File: src/hw/rtl/rescale_mul_div_64x32_assert.svh
// Assertion macros shared by the rescale multiply-divide RTL.
// Depends on nothing; included by the modules that check their own logic.
`ifndef RESCALE_MUL_DIV_64X32_ASSERT_SVH
`define RESCALE_MUL_DIV_64X32_ASSERT_SVH

// Same-cycle implication, disabled while reset is asserted.
`define RMD_ASSERT_IMPLIES(lbl, clk, rst_n, ante, cons) \
    lbl: assert property (@(posedge clk) disable iff (!rst_n) (ante) |-> (cons)) \
        else $error("rmd assertion failed");

// Next-cycle implication, disabled while reset is asserted.
`define RMD_ASSERT_NEXT(lbl, clk, rst_n, ante, cons) \
    lbl: assert property (@(posedge clk) disable iff (!rst_n) (ante) |=> (cons)) \
        else $error("rmd assertion failed");

`endif

File: src/hw/rtl/rmd_pkg.sv
// Types and constants for the rescale multiply-divide block.
// Depends on nothing; used by every module of the block.
package rmd_pkg;

    // Number of restoring-division cells, one per quotient bit.
    localparam int unsigned RMD_CELLS = 64;
    // Front end takes three register stages, the output register one more.
    localparam int unsigned RMD_LATENCY = RMD_CELLS + 4;

    localparam logic [63:0] RMD_ALL_ONES = 64'hFFFF_FFFF_FFFF_FFFF;
    localparam logic [63:0] RMD_ONE = 64'd1;

    // One input item.
    typedef struct packed {
        logic        action;
        logic [63:0] dividend;
        logic [31:0] multiplier;
        logic [31:0] divisor;
    } rmd_in_t;

    // One result item.
    typedef struct packed {
        logic [63:0] quotient;
        logic        overflow;
    } rmd_out_t;

    // Data carried from cell to cell along the division chain.
    typedef struct packed {
        logic        neg;
        logic        ovf;
        logic [31:0] divisor;
        logic [31:0] rem;
        logic [63:0] bits;
    } rmd_cell_t;

endpackage

File: src/hw/rtl/rmd_div_cell.sv
// One restoring-division cell: produces one quotient bit per item and passes it on.
// Depends on rmd_pkg and the assertion macro header.
`include "rescale_mul_div_64x32_assert.svh"

module rmd_div_cell
    import rmd_pkg::*;
(
    input  logic      clk,
    input  logic      rst_n,
    input  logic      in_valid,
    input  rmd_cell_t in_cell,
    output logic      out_valid,
    output rmd_cell_t out_cell
);

    logic        valid_reg;
    rmd_cell_t   cell_reg;
    rmd_cell_t   cell_next;
    logic [32:0] trial;
    logic [31:0] diff;
    logic        ge;

    // Bring down the next dividend bit and subtract the divisor if it fits.
    // When it fits the difference is below the divisor, so 32 bits hold it.
    always_comb
    begin
        trial = {in_cell.rem, in_cell.bits[63]};
        diff  = trial[31:0] - in_cell.divisor;
        ge    = (trial >= {1'b0, in_cell.divisor});

        cell_next      = in_cell;
        cell_next.rem  = ge ? diff : trial[31:0];
        cell_next.bits = {in_cell.bits[62:0], ge};
    end

    always_ff @(posedge clk or negedge rst_n)
    begin
        if (!rst_n)
        begin
            valid_reg <= 1'b0;
        end
        else
        begin
            valid_reg <= in_valid;
        end
    end

    always_ff @(posedge clk)
    begin
        cell_reg <= cell_next;
    end

    assign out_valid = valid_reg;
    assign out_cell  = cell_reg;

    // The partial remainder stays below the divisor for items that did not overflow.
    `RMD_ASSERT_IMPLIES(a_rem_bound, clk, rst_n, valid_reg && !cell_reg.ovf,
        cell_reg.rem < cell_reg.divisor)
    // An item moves one cell per cycle.
    `RMD_ASSERT_NEXT(a_valid_moves, clk, rst_n, in_valid, valid_reg)
    // The divisor and the sign flag travel with their item unchanged.
    `RMD_ASSERT_NEXT(a_divisor_kept, clk, rst_n, in_valid,
        cell_reg.divisor == $past(in_cell.divisor) && cell_reg.neg == $past(in_cell.neg))

endmodule

File: config.mk
export PLATFORM = sky130hd
export DESIGN_NAME = rmd_div_cell
export DESIGN_NICKNAME = d
export VERILOG_FILES = /design/src/hw/rtl/rmd_pkg.sv /design/src/hw/rtl/rmd_div_cell.sv
export VERILOG_INCLUDE_DIRS = /design/src /design/src/hw/rtl
export SDC_FILE = /design/constraint.sdc
export NUM_CORES = 1
export LEC_CHECK = 0
export BUFFER_PORTS_ARGS = -buffer_cell sky130_fd_sc_hd__buf_2
export CORE_MARGIN = 1
export CORE_UTILIZATION = 40
export CTS_CLUSTER_SIZE = 24
export DETAILED_ROUTE_END_ITERATION = 12
export HOLD_SLACK_MARGIN = 0.06
export MAX_ROUTING_LAYER = met4
export PLACE_DENSITY = 0.81
export SLEW_MARGIN = 0
export SYNTH_ARGS = -nofsm -noshare
export SYNTH_HDL_FRONTEND = slang
export SYNTH_SLANG_ARGS = --single-unit
File: constraint.sdc
create_clock -name clk -period 0.8 [get_ports clk]
set_input_delay 0.04 -clock clk [delete_from_list [all_inputs] [get_ports clk]]
set_output_delay 0.04 -clock clk [all_outputs]
set_load 0.02 [all_outputs]
==> results of run 1 <==
## routing by layer
layer  track usage  GRT overflow
met1         0.744             1
met2         0.937            18
met3         0.624             0
met4         0.770            21
met5             -             -
## metrics by stage
stage | utilization | hold WS [ns] | TNS [ns]
CTS | 0.884 | -0.267 | -50.65
floorplan | - | -0.256 | -44.54
global placement | 0.603 | -0.185 | -52.70
detailed placement | 0.603 | -0.185 | -53.31
## logic make-up after synthesis
logic type / count (synthesis) / synth area share
buf+inv: 63 / 0.0573
fa+ha+maj: 33 / 0.0848
flops: 131 / 0.530
compound gates: 120 / 0.148
mux: 10 / 0.0283
xor+xnor: 26 / 0.0460
simple gates: 107 / 0.106
## repair_timing
| action | 4_1_cts |
|---|---|
| pin swaps | 19 |
| resized for setup | 462 |
| gates cloned | 5 |
| setup endpoints to repair | 164 |
| hold buffers | 131 |
| setup buffers | 10 |
| endpoints found under the hold margin | 131 |
==> qor.csv, run 1 <==
metric,value,unit
Yosys reg bits,131,
register area share after synthesis,0.530,
post-synth net total,656,
Stop stage,global routing,
tool error,[ERROR GRT-0232] Routing congestion too high. Check the congestion heatmap in the GUI.,
gr ovfl total,40,
# rows,40,
H-tree depth reported by CTS,4,
Main synth FF type,dfxtp_1,
Ports,264,
most area-hungry cell type in the Yosys netlist,dfxtp_1,
synthesized area,4950,sq um
Commonest cells post-synth,"dfxtp_1 (130), a21oi_1 (54), inv_1 (46)",
Syn Inst Count,490,
Placed Area,7270,sq um
Syn Area/Cell,10.1,sq um
largest net degree at the start of global routing,17,
number of I/O port buffers,263,
clk sinks,131,
Post-DP HPWL,12.5,mm
Die Width,113,um
DIE HEIGHT,113,um
"worst slack, placed",-1.71,ns
Initial Util,0.411,
Worst EP kind,register input,
post-synth cell types,50,
Inst Count DP,1010,
GP Congestion,0.863,
initial antenna violation count,5,
clock tree buffer depth,2,
GRT Util Overall,0.777,
CTS Buf Count,17,
CTS Root Buffer Type,clkbuf_16,
Post-synth EDFFs,0,
status,did not finish,
Yosys Warn Count,0,
post-synth top area share,0.525,
ys async rst share,0.00763,
Synth area leaders,"dfxtp_1 (53%), ha_1 (8.1%), a21oi_1 (5.5%), inv_1 (3.5%), xnor2_1 (2.8%)",
GRT repair_timing worst endpoint,out_cell[70]$_DFF_P_/D,
top-count cell post-synth,dfxtp_1,
==> inputs of run 2 (changes only) <==
--- a/config.mk
+++ b/config.mk
@@ -8,12 +8,9 @@
 export LEC_CHECK = 0
 export BUFFER_PORTS_ARGS = -buffer_cell sky130_fd_sc_hd__buf_2
 export CORE_MARGIN = 1
-export CORE_UTILIZATION = 40
-export CTS_CLUSTER_SIZE = 24
+export CORE_UTILIZATION = 25
 export DETAILED_ROUTE_END_ITERATION = 12
-export HOLD_SLACK_MARGIN = 0.06
-export MAX_ROUTING_LAYER = met4
-export PLACE_DENSITY = 0.81
+export PLACE_DENSITY_LB_ADDON = 0.15
 export SLEW_MARGIN = 0
 export SYNTH_ARGS = -nofsm -noshare
 export SYNTH_HDL_FRONTEND = slang
==> run 2 against run 1 <==
The flow now finishes, with violations (negative hold slack, negative setup slack). Synthesized cell count unchanged. Area after synthesis did not move.
==> qor.csv, run 2 <==
metric,value,unit
area grow syn2layout,124,%
post-synth top area share,0.525,
Yosys reg bits,131,
die area,20400,sq um
largest net degree at the start of global routing,17,
Antenna Violating Nets Remaining,0,
crit path kind,primary input to flip-flop,
period utilization,2.41,
"most common cell after layout, fill and taps aside",buf_6,
CTS Buf Count,17,
Worst Hold Class,primary input to flip-flop,
# rows,51,
CP max stage delay,0.38,ns
failing checks,"negative hold slack, negative setup slack",
clk sinks,131,
Synth area leaders,"dfxtp_1 (53%), ha_1 (8.1%), a21oi_1 (5.5%), inv_1 (3.5%), xnor2_1 (2.8%)",
ys async rst share,0.00763,
Slew HR,0.751,
Inst Count DP,1106,
H-tree depth reported by CTS,4,
initial antenna violation count,0,
final net count,1173,
Power Dens Cells,2030,nW/um^2
WHS,-0.00527,ns
total negative slack,-47.76,ns
Yosys Warn Count,0,
Critical Path RT,1.10,ns
cell area after layout,11100,sq um
synthesized area,4950,sq um
Die Width,143,um
Worst Setup Start Kind,primary input,
CP arrival,2.22,ns
Clock power frac,0.358,
RSZ-0062 raised after global routing,yes,
Internal Pwr Total,15.8,mW
via count,5409,
first-pass GRT wire length,28.3,mm
final slew viol count,0,
sequential power share,0.338,
Main synth FF type,dfxtp_1,
via density per instance,4.21,
Post-DP HPWL,12.6,mm
logic gate share of total power,0.304,
Fin. Hold Viols,1,
ratio of cells with drive above 1 in the final layout,0.639,
cts hold-fix bufs,132,
max reg flops,130,
Initial Util,0.255,
fmax,519,MHz
Ports,264,
CTS tree,done,
number of global-route vias before repair,5729,
diode count,0,
switching share of power,0.299,
Least-Margin Pin Slew,0.371,ns
highest-count cells in the layout ignoring fill and taps,"buf_6 (140), dlygate4sd3_1 (132), dfxtp_2 (130), buf_2 (127), buf_4 (106)",
Syn Area/Cell,10.1,sq um
Setup crit end kind,flip-flop,
Fillers,1634,
number of I/O port buffers,263,
DIE HEIGHT,143,um
Finished Layout Cells,1285,
post-synth net total,656,
status,"finished, violations left",
Layout Utilization,0.569,
Critical Path Fanout Max,7,
Net Switching,6.73,mW
GP Congestion,0.846,
final setup vio count,164,
Syn Inst Count,490,
CTS Root Buffer Type,clkbuf_16,
gr ovfl total,0,
most area-hungry cell type in the Yosys netlist,dfxtp_1,
core box area,19500,sq um
Placed Area,7400,sq um
final wirelength,19.1,mm
crit path to,out_cell[78]$_DFF_P_,
top-count cell post-synth,dfxtp_1,
"worst slack, placed",-1.80,ns
maxcap violations,0,
CTS clock-pin slew for the worst setup and hold paths,0.06,ns
Power Total,22.5,mW
register area share after synthesis,0.530,
slowest cell on the critical path,or3b_4,
drt pass-1 iters,4,
initial drt markers,102,
CP startpoint,in_cell[86],
# DRC,0,
post-synth cell types,50,
Post-synth EDFFs,0,
Static Leak,5.05,nW
Commonest cells post-synth,"dfxtp_1 (130), a21oi_1 (54), inv_1 (46)",
GRT Util Overall,0.184,
crit-path cells,buf_6 -> ha_4 -> a21o_1 -> o21a_1 -> a311oi_2 -> o21ai_1 -> or3b_4 -> o21a_4 -> buf_12 -> mux2_4,
clock tree buffer depth,2,
Avg WL per Cell,14.8,um
Final WS setup,-1.13,ns
Tmin final,1.93,ns
maximum vdd ir drop,1.39,mV
==> run 2: cell counts after synthesis <==
No cell type changed its count.
==> run 2: worst min path at each step <==
stage | startpoint | end | slack [ns] | cells past startpoint
3_3_place_gp | rst_n | out_valid$_DFF_PN0_ | -0.18 | 1
2_1_floorplan | rst_n | out_valid$_DFF_PN0_ | -0.26 | 0
4_1_cts | in_cell[97] | out_cell[65]$_DFF_P_ | 0.02 | 3
3_5_place_dp | rst_n | out_valid$_DFF_PN0_ | -0.18 | 1
6_report | in_cell[96] | out_cell[64]$_DFF_P_ | -0.005 | 4
5_1_grt | in_cell[96] | out_cell[64]$_DFF_P_ | -0.01 | 4
==> run 2: per-layer routing <==
layer	vias up	wire, um	GRT usage
met2	184	9660	0.336
met4	0	395	0.0741
met5	-	0	0
met1	2489	7910	0.202
li1	2709	-	-
met3	27	1100	0.0449
==> run 2: what timing repair did <==
action,in CTS,in global routing
gates cloned,3,0
buffers inserted,7,6
pin swaps,21,22
endpoints found under the hold margin,131,1
endpoints found under the setup margin,164,164
gates resized for setup,448,86
==> run 2: area by class of cell <==
| cell class | instances | area (sq um) | area share |
|---|---|---|---|
| Clock buffer | 18 | 429 | 0.0387 |
| Clock inverter | 14 | 168 | 0.0151 |
| Inverter | 46 | 188 | 0.0169 |
| Multi-Input combinational cell | 296 | 2650 | 0.239 |
| Sequential cell | 131 | 2790 | 0.252 |
| Tap cell | 265 | 332 | 0.0299 |
| Timing Repair Buffer | 515 | 4530 | 0.409 |
==> run 2: cell families after synthesis <==
kind of cell / Yosys count / share of synthesized area
XOR/XNOR: 26 / 0.0460
AND/OR/NAND/NOR: 107 / 0.106
buffers and inverters: 63 / 0.0573
AO/OA/AOI/OAI: 120 / 0.148
multiplexers: 10 / 0.0283
flip-flops: 131 / 0.530
adder cells (fa/ha/maj): 33 / 0.0848
==> run 2: power groups by stage <==
stage | Sequential, mW | Clock (mW) | Combinational [mW]
2_1_floorplan | 8.30 | 0 | 1.79
3_3_place_gp | 7.47 | 0 | 4.73
3_5_place_dp | 7.46 | 0 | 4.74
4_1_cts | 7.61 | 8.22 | 6.46
5_1_grt | 7.67 | 8.55 | 7.33
6_report | 7.62 | 8.04 | 6.84
==> run 2: worst max-delay path, delay by kind of cell <==
family	cells	cell delay [ns]
buffers and inverters	2	0.26
and+or+nand+nor	1	0.38
muxes	1	0.29
adders and majority gates	1	0.24
AOI/OAI and AO/OA	5	1.01
Power figures use the tool's default switching activity.
